$ cat src/rtl/core/hmwf_pkg.sv
// Shared types and constants for the 3x3 hit-or-miss window filter.
package hmwf_pkg;

  localparam int KROWS   = 3;
  localparam int KCOLS   = 3;
  localparam int KSIZE   = KROWS * KCOLS;
  localparam int SIZE_W  = 11;
  localparam int POS_W   = 10;
  localparam int VALUE_W = 9;
  localparam int DATA_W  = 32;
  localparam int PADDR_W = 5;
  localparam int MIN_SIZE     = 3;
  localparam int HEIGHT_LIMIT = 1024;

  localparam logic [2:0] REG_WIDTH  = 3'd0;
  localparam logic [2:0] REG_HEIGHT = 3'd1;
  localparam logic [2:0] REG_CARE   = 3'd2;
  localparam logic [2:0] REG_VALUE  = 3'd3;
  localparam logic [2:0] REG_THIN   = 3'd4;

  typedef struct packed {
    logic [SIZE_W-1:0] image_width;
    logic [SIZE_W-1:0] image_height;
    logic [KSIZE-1:0]  care_mask;
    logic [KSIZE-1:0]  value_mask;
    logic              thin_mode;
  } cfg_t;

endpackage

$ cat src/rtl/core/hmwf_regs.sv
// APB configuration registers of the window filter.
module hmwf_regs (
  input  logic                           clk,
  input  logic                           rst_n,
  input  logic                           psel,
  input  logic                           penable,
  input  logic                           pwrite,
  input  logic [hmwf_pkg::PADDR_W-1:0]   paddr,
  input  logic [hmwf_pkg::DATA_W-1:0]    pwdata,
  output logic [hmwf_pkg::DATA_W-1:0]    prdata,
  output logic                           pready,
  output hmwf_pkg::cfg_t                 cfg
);

  hmwf_pkg::cfg_t cfg_r;
  hmwf_pkg::cfg_t cfg_nxt;
  logic [2:0]     idx;
  logic           wr;

  assign idx    = paddr[hmwf_pkg::PADDR_W-1:2];
  assign wr     = psel && penable && pwrite;
  assign pready = 1'b1;

  always_comb begin
    cfg_nxt = cfg_r;
    if (wr) begin
      unique case (idx)
        hmwf_pkg::REG_WIDTH:  cfg_nxt.image_width  = pwdata[hmwf_pkg::SIZE_W-1:0];
        hmwf_pkg::REG_HEIGHT: cfg_nxt.image_height = pwdata[hmwf_pkg::SIZE_W-1:0];
        hmwf_pkg::REG_CARE:   cfg_nxt.care_mask    = pwdata[hmwf_pkg::KSIZE-1:0];
        hmwf_pkg::REG_VALUE:  cfg_nxt.value_mask   = pwdata[hmwf_pkg::KSIZE-1:0];
        hmwf_pkg::REG_THIN:   cfg_nxt.thin_mode    = pwdata[0];
        default: ;
      endcase
    end
  end

  always_ff @(posedge clk) begin
    if (!rst_n) begin
      cfg_r.image_width  <= hmwf_pkg::SIZE_W'(1024);
      cfg_r.image_height <= hmwf_pkg::SIZE_W'(1024);
      cfg_r.care_mask    <= '0;
      cfg_r.value_mask   <= '0;
      cfg_r.thin_mode    <= 1'b0;
    end else begin
      cfg_r <= cfg_nxt;
    end
  end

  always_comb begin
    unique case (idx)
      hmwf_pkg::REG_WIDTH:  prdata = hmwf_pkg::DATA_W'(cfg_r.image_width);
      hmwf_pkg::REG_HEIGHT: prdata = hmwf_pkg::DATA_W'(cfg_r.image_height);
      hmwf_pkg::REG_CARE:   prdata = hmwf_pkg::DATA_W'(cfg_r.care_mask);
      hmwf_pkg::REG_VALUE:  prdata = hmwf_pkg::DATA_W'(cfg_r.value_mask);
      hmwf_pkg::REG_THIN:   prdata = hmwf_pkg::DATA_W'(cfg_r.thin_mode);
      default:              prdata = '0;
    endcase
  end

  assign cfg = cfg_r;

endmodule

$ cat config.mk
export PLATFORM = sky130hd
export DESIGN_NAME = hmwf_regs
export DESIGN_NICKNAME = d
export VERILOG_FILES = /design/src/rtl/core/hmwf_pkg.sv /design/src/rtl/core/hmwf_regs.sv
export SDC_FILE = /design/constraint.sdc
export NUM_CORES = 1
export LEC_CHECK = 0
export ABC_AREA = 1
export BUFFER_PORTS_ARGS = -buffer_cell sky130_fd_sc_hd__buf_4
export CORE_ASPECT_RATIO = 0.7
export CORE_MARGIN = 3
export CORE_UTILIZATION = 40
export CTS_CLUSTER_SIZE = 8
export DETAILED_ROUTE_END_ITERATION = 10
export GPL_ROUTABILITY_DRIVEN = 0
export MAX_ROUTING_LAYER = met4
export PLACE_DENSITY = 0.72
export SLEW_MARGIN = 30
export SYNTH_ARGS = -nofsm -noshare
export SYNTH_HDL_FRONTEND = slang
export SYNTH_SLANG_ARGS = --single-unit
$ cat constraint.sdc
create_clock -name clk -period 2.4 [get_ports clk]
set_clock_uncertainty 0.05 [all_clocks]
set_input_delay 0 -clock clk [delete_from_list [all_inputs] [get_ports clk]]
set_output_delay 0 -clock clk [all_outputs]
set_load 0.02 [all_outputs]
After elaboration in Yosys (flattened, before gate mapping). Cells that the tools add are included.

Equal/unequal tests: 4. Muxes and demuxes: 1. Reduce and logical (&&, ||, !) cells: 8.

Operator list (count): $pmux W11 S5 (1); $reduce_and A2 Y1 (5); $eq A3 B2 Y1 const B (2); $eq A3 B1 Y1 const B (1); $eq A3 B3 Y1 const B (1); $logic_not A3 Y1 (1); $logic_and A1 B1 Y1 (2).

Register bits after elaboration: 41.

Longest topological paths before layout. Gate-level depths: netlist (run 1).

Depth after elaboration: 3. Gate-level depth with buffers: 8. Mapped depth without buffers: 7.

Least setup slack after synthesis (run 1). No wires, ideal clock.

Path kind: in2reg. Start point: in pwrite. End point: reg cfg_r (netlist bit cfg[8]). Arrival: 720 ps. Setup slack: 1517 ps. Cell stages on the path: 6. Cell sequence: nand3_1 nor2_4 buf_6 nand2_1 nand2_1 nor2_1.

Cells in the longest elaborated chain, start to end: 2.

RTL lines: start: declaration (RTL line hmwf_regs.sv:7) `input logic pwrite,`; $logic_and A1 B1 Y1 (RTL line hmwf_regs.sv:21) `assign wr = psel && penable && pwrite;`; $reduce_and A2 Y1 (no source line); end signal: assignment (RTL line hmwf_regs.sv:46) `cfg_r <= cfg_nxt;`; end: declaration (RTL line hmwf_regs.sv:15) `hmwf_pkg::cfg_t cfg_r;`.

No other way between the ends. A chain may end at the register's enable or synchronous reset.

Worst setup path in the final report (run 1).
Start point: in paddr[4] (netlist bit). End point: out prdata[0] (netlist bit).

Cells in the longest elaborated chain, start to end: 2. Elaborated cells between the ends (all ways): 6.

RTL lines: start: declaration (RTL line hmwf_regs.sv:8) `input logic [hmwf_pkg::PADDR_W-1:0] paddr,`; $eq A3 B3 Y1, or another cell as far along (RTL line hmwf_regs.sv:51) `unique case (idx)`; $pmux W11 S5 * (RTL line hmwf_regs.sv:51); end: declaration (RTL line hmwf_regs.sv:10) `output logic [hmwf_pkg::DATA_W-1:0] prdata,`.

Mark *: on every way between the ends. The rest lies on a longest branch, timed or not.

==> out/qor.yml, run 1 <==
synth_cells: 364
cp_slowest_cell: "nor2_2"
status: "finished clean"
p_leak_nw: 1.469
synth_area_leaders: "dfxtp_1 (37%), nand2_1 (21%), nor2_1 (14%)"
rows: 21
synthSimpleGateAreaFrac_pct: 44.68
drt_iter0_drc: 105
place_area_mm2: 0.002688
die_height_um: 68.22
layout-drive-gt1-share_pct: 20.05
clockBufferDepth: 2
synth_commonest_cells: "nand2_1 (122), nor2_1 (85), dfxtp_1 (41)"
drv_cap: 0
synth_compound_area_share_pct: 0.6787
fin_crit_ns: 1.415
yosys.area_share.xor_xnor_pct: 0
clk_pin_slew_worst_paths_ns: 0.08
worst_slack_ns: 0.9847
clkPwrFrac_pct: 34.5
synth_mux_area_share_pct: 0
p_per_area_mw_per_mm2: 477.2
async_flop_share_pct: 0
maxSlewHeadroom_pct: 45.57
clockRootBuffer: "clkbuf_8"
cts_tree: "done"
grt_pass1_vias: 1947
vdd_drop_max_mv: 0.2756
rsz0062_at_grt: "no"
seq_area_frac_synth_pct: 37.10
p_switching_mw: 0.3712
fmax_mhz: 706.5
crit_top_cell: "nand2_1"
finalMaxSlewViolations: 0
worstPathCellList: "buf_4 > inv_2 > nand2_1 > nor2_2 > nand2_1 > nand2_1 > inv_1 > nand2_1 > buf_4"
area.growth.synth_to_final_pct: 27.83
largest_reg_flops: 41
final_area_mm2: 0.002828
grt_pass1_wl_mm: 9.584
crit_path_max_incr_delay_ns: 0.62
p_int_mw: 0.9780
clk_latency_ns: 0.29
final_util_pct: 56.05
finalPower_mw: 1.349
cts_sinks: 41
end_kind: "primary output"
ios: 116
dp_hpwl_mm: 4.221
yosys_warnings: 0
dp_slack_ns: 0.8638
synth-seq-cells: 41
grt_max_degree: 42
hold_violations: 0
vias: 2248
grt_usage_pct: 19.95
min_path_type: "input port to register"
dr.pass1.iters: 4
wl_per_cell_um: 11.86
synth.largest_area_cell: "dfxtp_1"
synth_top_family_by_area: "simple AND/OR/NAND/NOR gates"
netlist_area_mm2: 0.002212
crit_type: "input port to primary output"
critical-path-top-delay-family: "simple AND/OR/NAND/NOR gates"
dieArea_mm2: 0.006473
n_antenna_cell: 0
yosysMostFrequentCell: "nand2_1"
fin_nets: 476
crit_path_max_fanout: 18
final.period_utilization_pct: 58.97
io_buffers: 70
antenna_left: 0
htree_levels: 2
cp-start-kind: "input port"
yosys.cell_types.count: 17
antenna_found_initial: 0
syn_avg_cell_area_um2: 6.077
power_frac_comb_pct: 14.0
yosysTopAreaCellShare_pct: 37.10
worstMarginPinSlew_ns: 0.8156
avgViaCountPerCell: 4.469
swShare_pct: 27.51
drc: 0
ys.flop_type: "dfxtp_1"
core-area_mm2: 0.005045
crit_buf_inv: 4
setup_viol_count_final: 0
cts_made_buffers: 5
crit_arrival_ns: 1.37
drt-total-wl_mm: 5.965
gr-total-overflow: 0
seqPwrFrac_pct: 51.6
dieWidth_um: 94.89
start_util_pct: 43.85
synth_edf_count: 0
required_ns: 2.35
setup_tns_ns: 0
synth-adder-area-share_pct: 0
[layer usage]
metal  global-route usage (%)  part of all wire, %
met1                    27.00                   47
met2                    30.11                   43
met3                    4.725                  9.2
met4                    5.036                  1.2
met5                        -                    0
[cell type report]
cell class / instances / area [µm²]
fillers: 541 / 2217
multi-input cells: 272 / 1086
flip-flops and latches: 41 / 820.8
repair buffers: 81 / 620.6
inverters: 33 / 123.9
well taps: 69 / 86.33
clock buffers: 6 / 82.58
clock inverters: 1 / 7.507
[placed cells by master, fill, tap and decap left out, drive strengths merged]
cell         Yosys  routed
a21oi            1       1
inv             33      33
clkinvlp         0       1
dfxtp           41      41
nand3           35      35
nand4            2       2
dlygate4sd3      0       5
buf             37      76
conb             2      22
nand2          122     122
clkbuf           1       6
o21ai            2       2
nor2            88      88
[power by group through the flow]
stage / sequential, mW / combinational (mW) / clock (mW)
after global placement: 0.711 / 0.179 / 0
final: 0.696 / 0.189 / 0.465
after floorplan: 0.721 / 0.137 / 0
after detailed placement: 0.712 / 0.181 / 0
after global routing: 0.697 / 0.210 / 0.505
after CTS: 0.696 / 0.188 / 0.475
[cells by family (layout without fill, tap and decap cells)]
group           count (synthesis)  count (layout)
buf+inv                        71             121
simple gates                  247             247
flops                          41              41
other cells                     2              22
compound gates                  3               3
[path summary, 6_finish.rpt]
path	startpoint	to	slack (ns)	depth (start not counted)
setup / recovery	paddr[4]	prdata[0]	0.98	9
hold / removal	pwdata[2]	cfg[3]	0.01	5
setup reg to reg	cfg[36]	cfg[36]	1.72	2
hold reg to reg	cfg[40]	cfg[40]	0.45	2
[worst min-delay path: cells and delay by family]
| kind | cells | cell delay [ns] |
|---|---|---|
| simple gates | 3 | 0.18 |
| buf+inv | 2 | 0.14 |
[metrics by stage]
stage | instances | hold WS [ns]
floorplan | 384 | 0.07618
global placement | 491 | 0.1742
detailed placement | 491 | 0.1895
CTS | 503 | 0.01274
global route | 503 | 0.04559
finish | 503 | 0.01304
[what timing repair did]
action | CTS | global route
hold buffers | 5 | 0
setup endpoints to repair | 0 | 0
hold endpoints to repair | 7 | 0
gates resized for setup | 0 | 0
buffers inserted | 0 | 0
No activity file was read; power rests on OpenSTA's default activity.
==> run 2: changes to the inputs <==
PLACE_DENSITY = 0.75   (was 0.72)
clock period = 1.3 ns   (was 2.4 ns; I/O delays follow)
==> run 2 against run 1 <==
  * Total power rose by 100%
  * Critical path depth up 1
  * Wire length is 0.70% lower
  * Count of clock-buffer cells in the layout stayed put
  * Setup slack got worse by 0.83 ns
  * Sequential share of layout area shrank 0.65 points
  * Critical path type unchanged
==> out/qor.yml, run 2 (synthesized netlist as in run 1, its figures left out) <==
htree_levels: 2  # unchanged
n_antenna_cell: 0  # unchanged
fin_crit_ns: 1.147
io_buffers: 70  # unchanged
place_area_mm2: 0.002743  # +2.0%
grt_usage_pct: 18.70  # -1.2 points
fill_cells: 537  # -0.74%
finalMaxSlewViolations: 0  # unchanged
regArea_um2: 820.8  # unchanged
dp_hpwl_mm: 4.268  # +1.1%
fin_nets: 478  # +0.42%
hold_violations: 0  # unchanged
cts_tree: "done"
met1_length_mm: 2.683  # -4.2%
final_common_cell: "nand2_1"
wl_per_cell_um: 11.71  # -1.3%
drv_cap: 0  # unchanged
rsz0062_at_grt: "no"
highest_layer: "met4"
layout-drive-gt1-share_pct: 21.05  # +1.0 points
drt-total-wl_mm: 5.923  # -0.70%
gr-total-overflow: 0  # unchanged
wl_met3_um: 599  # +9.3%
antenna_found_initial: 0  # unchanged
clk_pin_slew_worst_paths_ns: 0.08  # about the same
ff2ff_setup_slack_ns: 0.61  # -1.11 ns
dieWidth_um: 94.89  # unchanged
die_height_um: 68.22  # unchanged
ios: 116  # unchanged
avgViaCountPerCell: 4.577  # +2.4%
fmax_mhz: 871.7
holdWs_ns: 0.0009188  # -0.01212 ns
area.growth.synth_to_final_pct: 30.77
cts_made_buffers: 5  # unchanged
hold_depth: 5  # unchanged
dr.pass1.iters: 4  # unchanged
required_ns: 1.25  # -1.10 ns
p_per_area_mw_per_mm2: 938.4  # +97%
multiInputGateArea_mm2: 0.001086  # unchanged
setup_tns_ns: 0  # unchanged
clk_latency_ns: 0.29  # about the same
drt_iter0_drc: 124  # +18%
p_leak_nw: 1.503  # +2.3%
antenna_left: 0  # unchanged
final_cell_mix: "nand2_1 (122), nor2_1 (85), buf_4 (78)"
ff2ff_path_depth: 2  # unchanged
timing.rr.start: "cfg[40]"
crit_arrival_ns: 1.10  # -0.27 ns
reg2reg_to: "cfg[40]"
cts_sinks: 41  # unchanged
core-area_mm2: 0.005045  # unchanged
grt_max_degree: 42  # unchanged
routed-wl-met2_mm: 2.606  # +2.6%
largest_reg_flops: 41  # unchanged
crit_type: "input port to primary output"
start_util_pct: 43.85  # unchanged
vias: 2316  # +3.0%
end_kind: "primary output"
postCtsSetupBuffers: 0  # unchanged
grt_pass1_wl_mm: 9.211  # -3.9%
vdd_drop_max_mv: 0.4001  # +45%
min_path_type: "input port to register"
clockRootBuffer: "clkbuf_8"
dieArea_mm2: 0.006473  # unchanged
cp-start-kind: "input port"
final_area_mm2: 0.002893  # +2.3%
grt_pass1_vias: 2004  # +2.9%
min_to: "cfg[3]"
rows: 21  # unchanged
setup_viol_count_final: 0  # unchanged
cts_resized: 0  # unchanged
final.period_utilization_pct: 88.24
crit_path_max_fanout: 20  # +2
drc: 0  # unchanged
clockBufferDepth: 2  # unchanged
hp-start: "pwdata[2]"
status: "finished clean"
## run 2: worst max-delay path, cell delays in order
cell	delay [ns]
buf_4	0.13
inv_1	0.08
nand2_1	0.07
nor2_1	0.13
buf_4	0.28
nand2_1	0.08
nand2_1	0.06
inv_1	0.05
nand2_1	0.07
buf_4	0.13
## run 2: area by class of cell
type / count / share of cell area (%)
well taps: 69 / 2.984
repair buffers: 83 / 22.66
flip-flops and latches: 41 / 28.37
multi-input cells: 272 / 37.54
clock inverters: 2 / 1.298
inverters: 33 / 4.282
clock buffers: 6 / 2.855
## run 2: stage by stage
| stage | total power [mW] | cells | util (%) | setup WS (ns) |
|---|---|---|---|---|
| after detailed placement | 1.655 | 495 | 54.37 | 0.1605 |
| after global routing | 2.812 | 506 | 57.34 | 0.03586 |
| after floorplan | 1.584 | 384 | - | 0.4167 |
| final | 2.714 | 506 | 57.34 | 0.1528 |
| after CTS | 2.719 | 506 | 57.34 | 0.1681 |
| after global placement | 1.650 | 495 | 54.37 | 0.2078 |
## run 2: how the worst max path moves through the flow
stage / slack, ns / endpoint / start
after floorplan: 0.42 / cfg[8] / pwrite
after global placement: 0.21 / cfg[36] / pwrite
after detailed placement: 0.16 / cfg[13] / pwrite
after CTS: 0.17 / prdata[3] / paddr[3]
after global routing: 0.04 / prdata[7] / paddr[3]
final: 0.15 / prdata[3] / paddr[3]
## run 2: where the power goes
part | internal (mW) | switching, mW | total [mW]
registers | 1.27 | 0.0129 | 1.28
clock network | 0.625 | 0.454 | 1.08
logic | 0.117 | 0.235 | 0.352
total | 2.01 | 0.702 | 2.71
## run 2: timing repair
action,CTS,global route
hold buffers,3,0
endpoints found under the hold margin,5,0
endpoints found under the setup margin,0,0
## run 2: layer usage
layer  vias to the layer above  global-route usage (%)
met5                         -                       -
met4                         0                   4.317
met3                         6                   4.945
met2                        99                   29.94
met1                      1025                   23.85
li1                       1186                       -
==> run 3: changes to the inputs <==
CORE_UTILIZATION = 41   (was 40)
PLACE_DENSITY = 0.77   (was 0.75)
==> run 3 against run 2 <==
  * Total power fell by 2.4%
  * Die area fell by 2.3%
  * Highest routed layer unchanged
  * Wire length fell by 1.4%
  * Cell count rose by 0.40%
  * Worst hold slack improved by 0.0091 ns
  * Final area rose by 1.3%
==> out/qor.yml, run 3 (synthesized netlist as in run 1, its figures left out) <==
drc: 0  # unchanged
power_frac_comb_pct: 13.8  # +0.8 points
antenna_found_initial: 0  # unchanged
crit_path_max_fanout: 3  # -85%
dp_slack_ns: 0.1908  # +0.03028 ns
grt_pass1_wl_mm: 9.342  # +1.4%
final_util_pct: 58.67  # +1.3 points
dieWidth_um: 93.80  # -1.1%
clk_pin_slew_worst_paths_ns: 0.08  # about the same
clockRootBuffer: "clkbuf_8"
ios: 116  # unchanged
p_int_mw: 1.959  # -2.7%
status: "finished clean"
start_util_pct: 44.31  # +0.46 points
critical-path-top-delay-family: "flip-flops"
cts_resized: 0  # unchanged
p_leak_nw: 1.519  # +1.1%
min_path_type: "input port to register"
place_area_mm2: 0.002775  # +1.2%
wl_per_cell_um: 11.49  # -1.8%
crit_path_max_incr_delay_ns: 0.37  # +0.09 ns
postCtsSetupBuffers: 0  # unchanged
p_per_area_mw_per_mm2: 904.1  # -3.6%
end_kind: "primary output"
crit_arrival_ns: 1.08  # -0.02 ns
setup_viol_count_final: 0  # unchanged
core-area_mm2: 0.004992  # -1.0%
fill_cells: 527  # -1.9%
antenna_left: 0  # unchanged
worstPathCellList: "nand4_1 > nand2_1 > nor2_1 > nand2_1 > buf_4"
dieArea_mm2: 0.006327  # -2.3%
cts_tree: "done"
finalPower_mw: 2.648  # -2.4%
finalNonFillerCells: 508  # +0.40%
cp-start-kind: "register"
die_height_um: 67.46  # -1.1%
vias: 2278  # -1.6%
drt-total-wl_mm: 5.838  # -1.4%
cp_slowest_cell: "dfxtp_1"
vdd_drop_max_mv: 0.4477  # +12%
layout-drive-gt1-share_pct: 20.96  # -0.096 points
final_cell_mix: "nand2_1 (122), nor2_1 (85), buf_4 (77)"
clockBufferDepth: 2  # unchanged
seqPwrFrac_pct: 48.5  # +1.2 points
area.growth.synth_to_final_pct: 32.41
hold_violations: 0  # unchanged
largest_reg_flops: 41  # unchanged
gr-total-overflow: 0  # unchanged
dp_hpwl_mm: 4.127  # -3.3%
crit_type: "register to primary output"
grt_max_degree: 42  # unchanged
required_ns: 1.25  # about the same
finalMaxSlewViolations: 0  # unchanged
clkPwrFrac_pct: 37.7  # -2.0 points
fin_nets: 481  # +0.63%
htree_levels: 2  # unchanged
cts_sinks: 41  # unchanged
cts_made_buffers: 5  # unchanged
io_buffers: 70  # unchanged
crit_top_cell: "nand2_1"
holdWs_ns: 0.009999  # +0.009080 ns
final_area_mm2: 0.002929  # +1.3%
setup_tns_ns: 0  # unchanged
swShare_pct: 26.02  # +0.17 points
final_common_cell: "nand2_1"
drt_iter0_drc: 126  # +1.6%
ctsHoldBuffers: 5  # +2
clk_latency_ns: 0.29  # about the same
dp_cells: 496  # +0.20%
rows: 21  # unchanged
avgViaCountPerCell: 4.484  # -2.0%
drv_cap: 0  # unchanged
p_switching_mw: 0.6891  # -1.8%
worst_slack_ns: 0.1692  # +0.01639 ns
rsz0062_at_grt: "no"
final.period_utilization_pct: 86.98  # -1.3 points
dr.pass1.iters: 4  # unchanged
fmax_mhz: 884.3  # +1.4%
crit_buf_inv: 1  # -4
n_antenna_cell: 0  # unchanged
grt_usage_pct: 19.66  # +0.96 points
grt_pass1_vias: 1983  # -1.0%
fin_crit_ns: 1.131  # -0.01638 ns
run 3: layout make-up:
class | count | area [µm²] | share of cell area [%]
multi-input cells | 272 | 1086 | 37.08
clock inverters | 2 | 35.03 | 1.196
flip-flops and latches | 41 | 820.8 | 28.02
well taps | 69 | 86.33 | 2.947
clock buffers | 5 | 68.82 | 2.349
inverters | 33 | 123.9 | 4.229
repair buffers | 86 | 708.2 | 24.18
run 3: per-layer routing:
metal	GRT usage [%]	vias up	wire length (µm)
met5	-	-	0
met4	4.324	0	35
met3	4.677	5	548
met2	31.21	90	2677
met1	25.69	991	2576
li1	-	1192	-
run 3: path summary, 6_finish.rpt:
| check | from | slack, ns | cells after the start | to |
|---|---|---|---|---|
| hold / removal | pwdata[2] | 0.01 | 5 | cfg[3] |
| setup reg to reg | cfg[40] | 0.64 | 2 | cfg[40] |
| hold reg to reg | cfg[4] | 0.45 | 2 | cfg[4] |
| setup / recovery | cfg[1] | 0.17 | 5 | prdata[0] |
run 3: worst reg2reg max path, stage by stage (launching register included):
cell,delay [ns]
dfxtp_1,0.34
o21ai_0,0.08
nand3_1,0.08
run 3: power groups by stage:
stage	combinational [mW]	sequential (mW)	clock [mW]
floorplan	0.253	1.33	0
global placement	0.347	1.31	0
CTS	0.364	1.28	1.03
finish	0.364	1.28	1.00
detailed placement	0.352	1.31	0
global route	0.405	1.29	1.08
