<file path="config.mk">
export PLATFORM = sky130hd
export DESIGN_NAME = hmwf_cell
export DESIGN_NICKNAME = d
export VERILOG_FILES = /design/src/rtl/core/hmwf_pkg.sv /design/src/rtl/core/hmwf_cell.sv
export SDC_FILE = /design/constraint.sdc
export NUM_CORES = 1
export LEC_CHECK = 0
export ABC_AREA = 1
export CORE_ASPECT_RATIO = 0.8
export CORE_MARGIN = 2
export CORE_UTILIZATION = 25
export CTS_BUF_LIST = sky130_fd_sc_hd__clkbuf_8
export DETAILED_ROUTE_END_ITERATION = 10
export DONT_BUFFER_PORTS = 1
export HOLD_SLACK_MARGIN = 0.08
export PLACE_DENSITY = 0.42
export SETUP_SLACK_MARGIN = 0.4
export SLEW_MARGIN = 10
export SYNTH_ARGS = -nofsm -noshare
export SYNTH_HDL_FRONTEND = slang
export SYNTH_SLANG_ARGS = --single-unit
</file>
<file path="constraint.sdc">
create_clock -name clk -period 0.8 [get_ports clk]
set_clock_uncertainty 0.1 [all_clocks]
set_input_delay 0.08 -clock clk [delete_from_list [all_inputs] [get_ports clk]]
set_output_delay 0.08 -clock clk [all_outputs]
set_load 0.05 [all_outputs]
</file>
<file path="src/rtl/core/hmwf_pkg.sv">
// Shared types and constants for the 3x3 hit-or-miss window filter.
package hmwf_pkg;

  localparam int KROWS   = 3;
  localparam int KCOLS   = 3;
  localparam int KSIZE   = KROWS * KCOLS;
  localparam int SIZE_W  = 11;
  localparam int POS_W   = 10;
  localparam int VALUE_W = 9;
  localparam int DATA_W  = 32;
  localparam int PADDR_W = 5;
  localparam int MIN_SIZE     = 3;
  localparam int HEIGHT_LIMIT = 1024;

  localparam logic [2:0] REG_WIDTH  = 3'd0;
  localparam logic [2:0] REG_HEIGHT = 3'd1;
  localparam logic [2:0] REG_CARE   = 3'd2;
  localparam logic [2:0] REG_VALUE  = 3'd3;
  localparam logic [2:0] REG_THIN   = 3'd4;

  typedef struct packed {
    logic [SIZE_W-1:0] image_width;
    logic [SIZE_W-1:0] image_height;
    logic [KSIZE-1:0]  care_mask;
    logic [KSIZE-1:0]  value_mask;
    logic              thin_mode;
  } cfg_t;

endpackage

</file>
<file path="src/rtl/core/hmwf_cell.sv">
// One window column cell: holds a kernel column and checks it against the masks.
module hmwf_cell #(
  parameter int PIXEL_BITS = 8
) (
  input  logic                                        clk,
  input  logic                                        en,
  input  logic [hmwf_pkg::KROWS-1:0][PIXEL_BITS-1:0]  col_in,
  input  logic [hmwf_pkg::KROWS-1:0]                  care,
  input  logic [hmwf_pkg::KROWS-1:0]                  want,
  output logic [hmwf_pkg::KROWS-1:0][PIXEL_BITS-1:0]  col_out,
  output logic                                        match
);

  logic [hmwf_pkg::KROWS-1:0][PIXEL_BITS-1:0] col_r;

  always_ff @(posedge clk) begin
    if (en) begin
      col_r <= col_in;
    end
  end

  always_comb begin
    match = 1'b1;
    for (int i = 0; i < hmwf_pkg::KROWS; i++) begin
      if (care[i] && (col_r[i] != PIXEL_BITS'(want[i]))) begin
        match = 1'b0;
      end
    end
  end

  assign col_out = col_r;

endmodule

</file>
Word-level counts from Yosys, hierarchy flattened

Index checks and enable logic that the tools add are counted.

Bits in registers: 24
Input bits: 32
Output and inout port bits: 25

Equality and inequality tests: 3
Multiplexer cells: 3
Reductions and logical operators: 3

Operators by type and width:

| kind              | count |
|---|---|
| $ne 8x1->1        | 3 |
| $logic_and 1x1->1 | 3 |
| $mux 1            | 3 |

Longest topological paths before layout

Gate-level depths: netlist of run 1.

Word-level depth: 5
Depth in mapped cells: 7
Mapped depth without buffers: 7

Worst setup path after synthesis of run 1

OpenSTA, ideal clock, no wires.

Kind: reg-to-output
Start point: register col_r, in the netlist col_out[18]
End point: output port match
Arrival time: 1421 ps
Data required time: 620 ps
Setup slack: -801 ps
Cell stages (with the launch flop): 8
Path through: edfxtp_1 inv_1 nand2_1 nor2_1 nand3_1 nand2_1 nand2_1 nor2_2

Longest elaborated chain between the ends: 3

Ends and longest elaborated chain:

| what                   | line            | text |
|---|---|---|
| start, declared        | hmwf_cell.sv:14 | `logic [hmwf_pkg::KROWS-1:0][PIXEL_BITS-1:0] col_r;` |
| start signal, assigned | hmwf_cell.sv:18 | `col_r <= col_in;` |
| $ne 8x1->1             | hmwf_cell.sv:25 | `if (care[i] && (col_r[i] != PIXEL_BITS'(want[i]))) begin` |
| $logic_and 1x1->1      | hmwf_cell.sv:25 |  |
| $mux 1                 | hmwf_cell.sv:25 |  |
| end, declared          | hmwf_cell.sv:11 | `output logic match` |

No other way between the ends.

Worst setup path in the final report of run 1

Start point: register col_r, in the netlist col_out[19]
End point: output port match

The elaborated chain is that of the path after synthesis.

==> results of run 1 <==
==> worst max-delay path by stage <==
stage / end / startpoint
global placement: match / col_out[18]
detailed placement: match / col_out[18]
floorplan: match / col_out[18]
finish: match / col_out[19]
global route: match / col_out[7]
CTS: match / col_out[18]
==> layer usage <==
layer  up-vias  GRT usage, %  routed length (um)
li1        313             -                   -
met1       280          10.6                 698
met2        37          16.8                1040
met3         4          4.17                 171
met4         0          4.85                  33
met5         -             0                   0
==> placed cells by master (no fill, tap or decap), drive strengths merged <==
cell / instances
nand2: 17
nor2: 9
buf: 42
a21boi: 1
inv: 17
clkbuf: 3
xnor2: 1
edfxtp: 24
nand3: 2
==> power breakdown <==
part           total [mW]  switching (mW)  internal (mW)
registers            1.56          0.0631           1.50
logic               0.816           0.464          0.352
clock network       0.684           0.348          0.336
total                3.06           0.875           2.19
==> what timing repair did <==
item,4_1_cts,5_1_grt
gates resized for setup,26,22
buffers inserted,5,6
endpoints found under the setup margin,25,25
hold endpoints to repair,48,48
==> cells by family after synthesis <==
group           after synthesis
simple gates                 28
flops                        24
buf+inv                      17
compound gates                1
xor+xnor                      1
==> per-stage QoR <==
| stage | cells | hold slack [ns] |
|---|---|---|
| after floorplan | 71 | 0.0789 |
| after global placement | 144 | 0.0789 |
| after detailed placement | 144 | 0.0789 |
| after CTS | 152 | -0.200 |
| after global routing | 158 | -0.210 |
| final | 158 | -0.189 |
==> cell type report <==
class                   instances  area share, %
well taps                      42           3.47
repair buffers                 42           32.8
inverters                      17           4.21
clock buffers                   3           2.73
flip-flops and latches         24           47.6
multi-input cells              30           9.17
==> flow_metrics.env, run 1 <==
export IMPL_drive_above_1_share_pct=42.2
export IMPL_viasPerCell=4.01
export IMPL_regArea_um2=721
export IMPL_pre_cts_slack_ns=-0.464
export IMPL_yosys_area_share_adder_pct=0
export IMPL_placedInstanceArea_um2=1210
export IMPL_syn_area_per_cell_um2=12.8
export IMPL_rows=19
export IMPL_ys_warnings_count=0
export IMPL_layout_min_cycle_time_ns=1.53
export IMPL_synth_flop_cell="sky130_fd_sc_hd__edfxtp_1"
export IMPL_synth_seq_cells=24
export IMPL_synthDominantAreaCellType="sky130_fd_sc_hd__edfxtp_1"
export IMPL_multi_input_comb_area_um2=139
export IMPL_synth_net_count=103
export IMPL_tritoncts="built"
export IMPL_ctsRootBufferMaster="sky130_fd_sc_hd__clkbuf_8"
export IMPL_cp_arrival_ns=1.35
export IMPL_number_of_synthesized_flops_with_an_enable_pin=24
export IMPL_worstPathBufferInverterCount=2
export IMPL_worst_path_max_fanout=2
export IMPL_min_period_over_period_pct=191
export IMPL_synthesized_area_fraction_occupied_by_and_or_nand_nor_cells_pct=12.1
export IMPL_port_buffers=0
export IMPL_path_common_cell="sky130_fd_sc_hd__nand2_1"
export IMPL_timing_setup_critical_path_class="reg -> out"
export IMPL_run_status="finished with violations"
export IMPL_finalCoreUtilization_pct=43.6
export IMPL_timing_slew_headroom_pct=84.7
export IMPL_final_fill_count=343
export IMPL_fp_dieH_um=58.0
export IMPL_largest_family_of_logic_cells_by_synthesized_area="simple AND/OR/NAND/NOR gates"
export IMPL_crit_path_max_incr_delay_ns=0.41
export IMPL_grt_max_degree=25
export IMPL_max_vdd_ir_drop_mv=0.914
export IMPL_pin_count=57
export IMPL_cts_max_level=1
export IMPL_detailedRoute_firstPassIterationCount=2
export IMPL_grt_usage_pct=9.87
export IMPL_path_depth=8
export IMPL_max_freq_ghz=0.654
export IMPL_worst_slew_pin_slew_ns=0.229
export IMPL_finalSetupViolCount=25
export IMPL_holdPathEnd="col_out[8]"
export IMPL_report_final_slew_viol_count=0
export IMPL_finalInstanceArea_um2=1510
export IMPL_violations="hold timing, setup timing"
export IMPL_routed_via_count=634
export IMPL_final_setup_worst_slack_ns=-0.728
export IMPL_drt_drc_violations_left=0
export IMPL_post_synth_inst_count=71
export IMPL_diodes=0
export IMPL_totalPowerFinal_mw=3.06
export IMPL_total_routed_wirelength_um=1940
export IMPL_yosys_area_share_xor_xnor_pct=0.962
export IMPL_min_delay_start="col_in[8]"
export IMPL_multiplexer_fraction_of_the_synthesized_cell_area_pct=0
export IMPL_yosysTopAreaCellShare_pct=79.1
export IMPL_synth_lib_cells_used_distinct=8
export IMPL_grt_setup_unrepaired="true"
export IMPL_synth_async_reset_ratio_pct=0
export IMPL_tritoncts_num_buffers=3
export IMPL_fin_nets=150
export IMPL_min_path_type="in -> reg"
export IMPL_crit_path_start_kind="flop"
export IMPL_cts_clk_slew_worst_paths_ns=0.08
export IMPL_post_dp_hpwl_um=1370
export IMPL_numClockSinks=24
export IMPL_grt_pass1_vias=628
export IMPL_hold_slack_ns=-0.189
export IMPL_antenna_found_initial=0
export IMPL_largest_register_ffs=24
export IMPL_timing_critical_path_required_ns=0.62
export IMPL_critical_path_endpoint_type="output pin"
export IMPL_critical_path_top_delay_family="simple AND/OR/NAND/NOR gates"
export IMPL_cell_with_the_most_instances_after_synthesis="sky130_fd_sc_hd__edfxtp_1"
export IMPL_setup_tns_ns=-7.79
export IMPL_grt_pass1_wl_um=2850
export IMPL_synth_compound_area_share_pct=0.824
export IMPL_gp_congestion=0.650
export IMPL_power_per_cell_area_nw_per_um2=2020
export IMPL_area_added_between_synthesis_and_finish_pct=66.2
export IMPL_cts_root_to_sink_buffers=2
export IMPL_cells_along_the_critical_path="inv_1 > nand2_1 > nor2_2 > nand3_1 > nand2_1 > nand2_2 > nor2_4 > buf_12"
export IMPL_top_post_synthesis_cells_by_count="sky130_fd_sc_hd__edfxtp_1 (24), sky130_fd_sc_hd__inv_1 (17), sky130_fd_sc_hd__nand2_1 (17), sky130_fd_sc_hd__nor2_1 (8), sky130_fd_sc_hd__nand3_1 (2)"
export IMPL_initial_utilization_pct=26.2
export IMPL_synth_cell_area_um2=911
export IMPL_static_leakage_power_nw=0.674
export IMPL_globalRouteOverflowTotal=0
export IMPL_first_iter_violations=9
export IMPL_cpMaxStageDelayCell="sky130_fd_sc_hd__edfxtp_1"
export IMPL_routed_wire_length_per_instance_um=12.3
export IMPL_drv_cap=0
export IMPL_synth_area_top_cells="sky130_fd_sc_hd__edfxtp_1 (79%), sky130_fd_sc_hd__inv_1 (7.0%), sky130_fd_sc_hd__nand2_1 (7.0%), sky130_fd_sc_hd__nor2_1 (3.3%), sky130_fd_sc_hd__nand3_1 (1.1%)"
export IMPL_hold_viol=48
export IMPL_sequential_area_share_after_synthesis_pct=79.1
export IMPL_floorplan_die_width_um=71.5
export IMPL_hold_path_cell_count=0
export IMPL_fp_dieArea_um2=4150
export IMPL_design_core_area_um2=3470
export IMPL_ant_nets=0
Note: power is estimated with default switching activity, not from simulation.
==> run 2, diff against run 1 <==
--- a/config.mk
+++ b/config.mk
@@ -15,6 +15,7 @@
 export HOLD_SLACK_MARGIN = 0.08
 export PLACE_DENSITY = 0.42
 export SETUP_SLACK_MARGIN = 0.4
+export SKIP_CTS_REPAIR_TIMING = 1
 export SLEW_MARGIN = 10
 export SYNTH_ARGS = -nofsm -noshare
 export SYNTH_HDL_FRONTEND = slang
==> flow_metrics.env, run 2 (synthesis gave the netlist of run 1 again) <==
export IMPL_tritoncts="built"
export IMPL_drive_above_1_share_pct=35.2
export IMPL_grt_pass1_wl_um=2550
export IMPL_floorplan_die_width_um=71.5
export IMPL_final_cell_mix="sky130_fd_sc_hd__edfxtp_1 (24), sky130_fd_sc_hd__buf_6 (21), sky130_fd_sc_hd__inv_1 (17), sky130_fd_sc_hd__nand2_1 (15), sky130_fd_sc_hd__nor2_1 (8)"
export IMPL_rows=19
export IMPL_fp_dieArea_um2=4150
export IMPL_globalRouteOverflowTotal=0
export IMPL_gp_congestion=0.650
export IMPL_violations="hold timing, setup timing"
export IMPL_ant_nets=0
export IMPL_min_path_type="in -> reg"
export IMPL_grt_pass1_vias=559
export IMPL_crit_path_start_kind="flop"
export IMPL_run_status="finished with violations"
export IMPL_total_routed_wirelength_um=1760
export IMPL_path_common_cell="sky130_fd_sc_hd__nand2_1"
export IMPL_viasPerCell=3.94
export IMPL_layout_min_cycle_time_ns=1.53
export IMPL_area_added_between_synthesis_and_finish_pct=49.5
export IMPL_worst_slew_pin_slew_ns=0.229
export IMPL_timing_critical_path_from="col_out[18]"
export IMPL_critical_path_top_delay_family="simple AND/OR/NAND/NOR gates"
export IMPL_critical_path_endpoint_type="output pin"
export IMPL_cells_along_the_critical_path="inv_1 > nand2_1 > nor2_1 > nand3_1 > nand2_1 > nand2_2 > nor2_4 > buf_12"
export IMPL_fin_nets=139
export IMPL_static_leakage_power_nw=0.598
export IMPL_pin_count=57
export IMPL_timing_setup_critical_path_class="reg -> out"
export IMPL_cts_root_to_sink_buffers=2
export IMPL_hold_slack_ns=-0.189
export IMPL_grt_max_degree=25
export IMPL_cts_max_level=1
export IMPL_timing_slew_headroom_pct=84.7
export IMPL_power_per_cell_area_nw_per_um2=2150
export IMPL_pre_cts_slack_ns=-0.464
export IMPL_path_depth=8
export IMPL_drt_drc_violations_left=0
export IMPL_min_period_over_period_pct=191
export IMPL_diodes=0
export IMPL_initial_utilization_pct=26.2
export IMPL_fp_dieH_um=58.0
export IMPL_layout_commonest_cell="sky130_fd_sc_hd__edfxtp_1"
export IMPL_ctsRootBufferMaster="sky130_fd_sc_hd__clkbuf_8"
export IMPL_max_vdd_ir_drop_mv=0.888
export IMPL_finalSetupViolCount=25
export IMPL_cp_arrival_ns=1.35
export IMPL_max_freq_ghz=0.655
export IMPL_tritoncts_num_buffers=3
export IMPL_worst_path_max_fanout=2
export IMPL_worstPathBufferInverterCount=2
export IMPL_antenna_found_initial=0
export IMPL_worstSetupEndpoint="match"
export IMPL_hold_viol=48
export IMPL_cts_clk_slew_worst_paths_ns=0.08
export IMPL_post_dp_hpwl_um=1370
export IMPL_report_final_slew_viol_count=0
export IMPL_largest_register_ffs=24
export IMPL_routed_via_count=579
export IMPL_cpMaxStageDelayCell="sky130_fd_sc_hd__edfxtp_1"
export IMPL_grt_usage_pct=8.86
export IMPL_detailedRoute_firstPassIterationCount=4
export IMPL_design_core_area_um2=3470
export IMPL_final_setup_worst_slack_ns=-0.727
export IMPL_crit_path_max_incr_delay_ns=0.41
export IMPL_first_iter_violations=13
export IMPL_grt_setup_unrepaired="true"
export IMPL_routed_wire_length_per_instance_um=12.0
export IMPL_timing_critical_path_required_ns=0.62
export IMPL_port_buffers=0
export IMPL_numClockSinks=24
export IMPL_drv_cap=0
==> run 2: cell count changes in the layout (fill, tap and decap cells not counted), sizes merged <==
cell and change:
buf -11
==> run 2: layout make-up <==
cell class / count / area, um^2
Timing Repair Buffer: 31 / 347
Multi-Input combinational cell: 30 / 136
Tap cell: 42 / 52.6
Sequential cell: 24 / 721
Fill cell: 350 / 2110
Clock buffer: 3 / 41.3
Inverter: 17 / 63.8
==> run 2: worst min-delay path by stage <==
stage | start | endpoint | depth (start not counted)
after detailed placement | col_in[22] | col_out[22] | 0
after floorplan | col_in[0] | col_out[0] | 0
after global routing | col_in[6] | col_out[6] | 0
final | col_in[6] | col_out[6] | 0
after global placement | col_in[19] | col_out[19] | 0
after CTS | col_in[22] | col_out[22] | 0
==> run 2: power breakdown <==
group | internal [mW] | total, mW | switching, mW
clock network | 0.336 | 0.682 | 0.346
logic | 0.254 | 0.690 | 0.437
registers | 1.50 | 1.56 | 0.0610
total | 2.09 | 2.93 | 0.844
==> run 2: per-layer routing <==
layer	track usage [%]	wire, um	vias up
li1	-	-	291
met1	9.41	656	247
met2	14.7	892	37
met3	4.17	182	4
met4	4.85	33	0
met5	0	0	-
==> run 2: per-stage QoR <==
stage	std cells	total power, mW	util, %	area [um^2]	setup TNS, ns
finish	147	2.93	39.2	1360	-6.69
global placement	144	2.19	35.0	1210	-0.837
detailed placement	144	2.20	35.0	1210	-0.867
global route	147	3.06	39.2	1360	-7.82
CTS	147	2.89	36.2	1250	-7.45
floorplan	71	1.99	-	916	-0.702
==> run 3, diff against run 2 <==
--- a/config.mk
+++ b/config.mk
@@ -14,6 +14,7 @@
 export DONT_BUFFER_PORTS = 1
 export HOLD_SLACK_MARGIN = 0.08
 export PLACE_DENSITY = 0.42
+export REMOVE_ABC_BUFFERS = 1
 export SETUP_SLACK_MARGIN = 0.4
 export SKIP_CTS_REPAIR_TIMING = 1
 export SLEW_MARGIN = 10
==> flow_metrics.env, run 3 (synthesis gave the netlist of run 1 again) <==
export IMPL_critical_path_endpoint_type="output pin"
export IMPL_global_route_peak_usage_layer="met2"
export IMPL_pin_count=57
export IMPL_finalCoreUtilization_pct=41.5
export IMPL_drt_drc_violations_left=0
export IMPL_max_vdd_ir_drop_mv=1.11
export IMPL_static_leakage_power_nw=0.645
export IMPL_numPlacedInstances=149
export IMPL_multi_input_comb_area_um2=129
export IMPL_intPower_mw=2.14
export IMPL_viasPerCell=3.93
export IMPL_power_share_sequential_pct=52.0
export IMPL_cp_arrival_ns=1.37
export IMPL_worst_path_max_fanout=2
export IMPL_routed_wire_length_per_instance_um=12.1
export IMPL_layout_commonest_cell="sky130_fd_sc_hd__edfxtp_1"
export IMPL_grt_pass1_vias=627
export IMPL_final_cell_mix="sky130_fd_sc_hd__edfxtp_1 (24), sky130_fd_sc_hd__buf_6 (20), sky130_fd_sc_hd__inv_1 (17), sky130_fd_sc_hd__nand2_1 (17), sky130_fd_sc_hd__buf_4 (11)"
export IMPL_numClockSinks=24
export IMPL_layout_min_cycle_time_ns=1.55
export IMPL_total_routed_wirelength_um=1880
export IMPL_ctsRootBufferMaster="sky130_fd_sc_hd__clkbuf_8"
export IMPL_violations="hold timing, setup timing"
export IMPL_gp_congestion=0.624
export IMPL_grt_pass1_wl_um=2780
export IMPL_crit_path_start_kind="flop"
export IMPL_run_status="finished with violations"
export IMPL_power_per_cell_area_nw_per_um2=2080
export IMPL_tritoncts="built"
export IMPL_max_freq_ghz=0.647
export IMPL_antenna_found_initial=0
export IMPL_diodes=0
export IMPL_min_path_type="in -> reg"
export IMPL_final_instance_count_excl_fill=155
export IMPL_fp_dieArea_um2=4150
export IMPL_drv_cap=0
export IMPL_fp_dieH_um=58.0
export IMPL_routed_via_count=609
export IMPL_globalRouteOverflowTotal=0
export IMPL_grt_usage_pct=9.03
export IMPL_largest_register_ffs=24
export IMPL_total_switching_power_mw=0.852
export IMPL_initial_utilization_pct=26.2
export IMPL_power_switching_share_pct=28.5
export IMPL_combPwrFrac_pct=25.5
export IMPL_cts_clk_slew_worst_paths_ns=0.08
export IMPL_fin_nets=147
export IMPL_globalRouteMet2Util_pct=14.2
export IMPL_final_fill_count=344
export IMPL_use_met3_pct=5.57
export IMPL_tritoncts_num_buffers=3
export IMPL_timing_critical_path_required_ns=0.62
export IMPL_cts_max_level=1
export IMPL_hold_viol=48
export IMPL_worst_slew_pin_slew_ns=0.150
export IMPL_timing_slew_headroom_pct=90.0
export IMPL_area_added_between_synthesis_and_finish_pct=58.1
export IMPL_design_core_area_um2=3470
export IMPL_first_iter_violations=26
export IMPL_cts_root_to_sink_buffers=2
export IMPL_port_buffers=0
export IMPL_finalSetupViolCount=25
export IMPL_report_final_slew_viol_count=0
export IMPL_floorplan_die_width_um=71.5
export IMPL_grt_max_degree=25
export IMPL_rows=19
export IMPL_min_period_over_period_pct=193
export IMPL_ant_nets=0
export IMPL_post_dp_hpwl_um=1460
export IMPL_pwr_share_clk_pct=22.6
export IMPL_regArea_um2=721
export IMPL_final_setup_worst_slack_ns=-0.747
export IMPL_hold_slack_ns=-0.188
export IMPL_detailedRoute_firstPassIterationCount=4
export IMPL_drive_above_1_share_pct=38.9
export IMPL_grt_setup_unrepaired="true"
export IMPL_timing_setup_critical_path_class="reg -> out"
export IMPL_grtUsageMet1_pct=10.5
[run 3: area by class of cell]
class | instances | area share (%)
clock buffer | 3 | 2.87
timing repair buffer | 39 | 30.1
multi-input combinational | 30 | 8.95
sequential | 24 | 50.0
inverter | 17 | 4.43
tap | 42 | 3.65
[run 3: critical path, cell delays in order, from the launching register on]
cell	delay, ns
sky130_fd_sc_hd__edfxtp_1	0.39
sky130_fd_sc_hd__inv_1	0.06
sky130_fd_sc_hd__nand2_1	0.06
sky130_fd_sc_hd__nor2_2	0.12
sky130_fd_sc_hd__nand3_1	0.07
sky130_fd_sc_hd__nand2_1	0.07
sky130_fd_sc_hd__nand2_1	0.06
sky130_fd_sc_hd__nor2_2	0.12
sky130_fd_sc_hd__buf_12	0.15
[run 3: path summary, 6_finish.rpt]
kind                        from  cells after the start           to
worst max-delay path  col_out[4]                      8        match
worst min-delay path  col_in[15]                      0  col_out[15]
[run 3: power by group through the flow]
stage | Sequential [mW] | Clock [mW] | Combinational [mW]
after detailed placement | 1.58 | 0 | 0.644
final | 1.56 | 0.676 | 0.763
after global routing | 1.57 | 0.780 | 0.795
after CTS | 1.55 | 0.727 | 0.646
after floorplan | 1.92 | 0 | 0.0705
after global placement | 1.57 | 0 | 0.645
[run 3: metrics by stage]
step	power (mW)	area (um^2)	setup slack (ns)	TNS (ns)
floorplan	1.99	911	-0.801	-0.830
global placement	2.22	1250	-0.456	-1.20
detailed placement	2.22	1250	-0.538	-1.34
CTS	2.92	1290	-0.836	-8.18
global route	3.15	1440	-0.846	-8.71
finish	3.00	1440	-0.747	-7.46
[run 3: layer usage]
layer | part of all wire [%] | vias up
li1 | - | 307
met2 | 49 | 38
met4 | 0.53 | 0
met5 | 0 | -
met1 | 39 | 262
met3 | 11 | 2
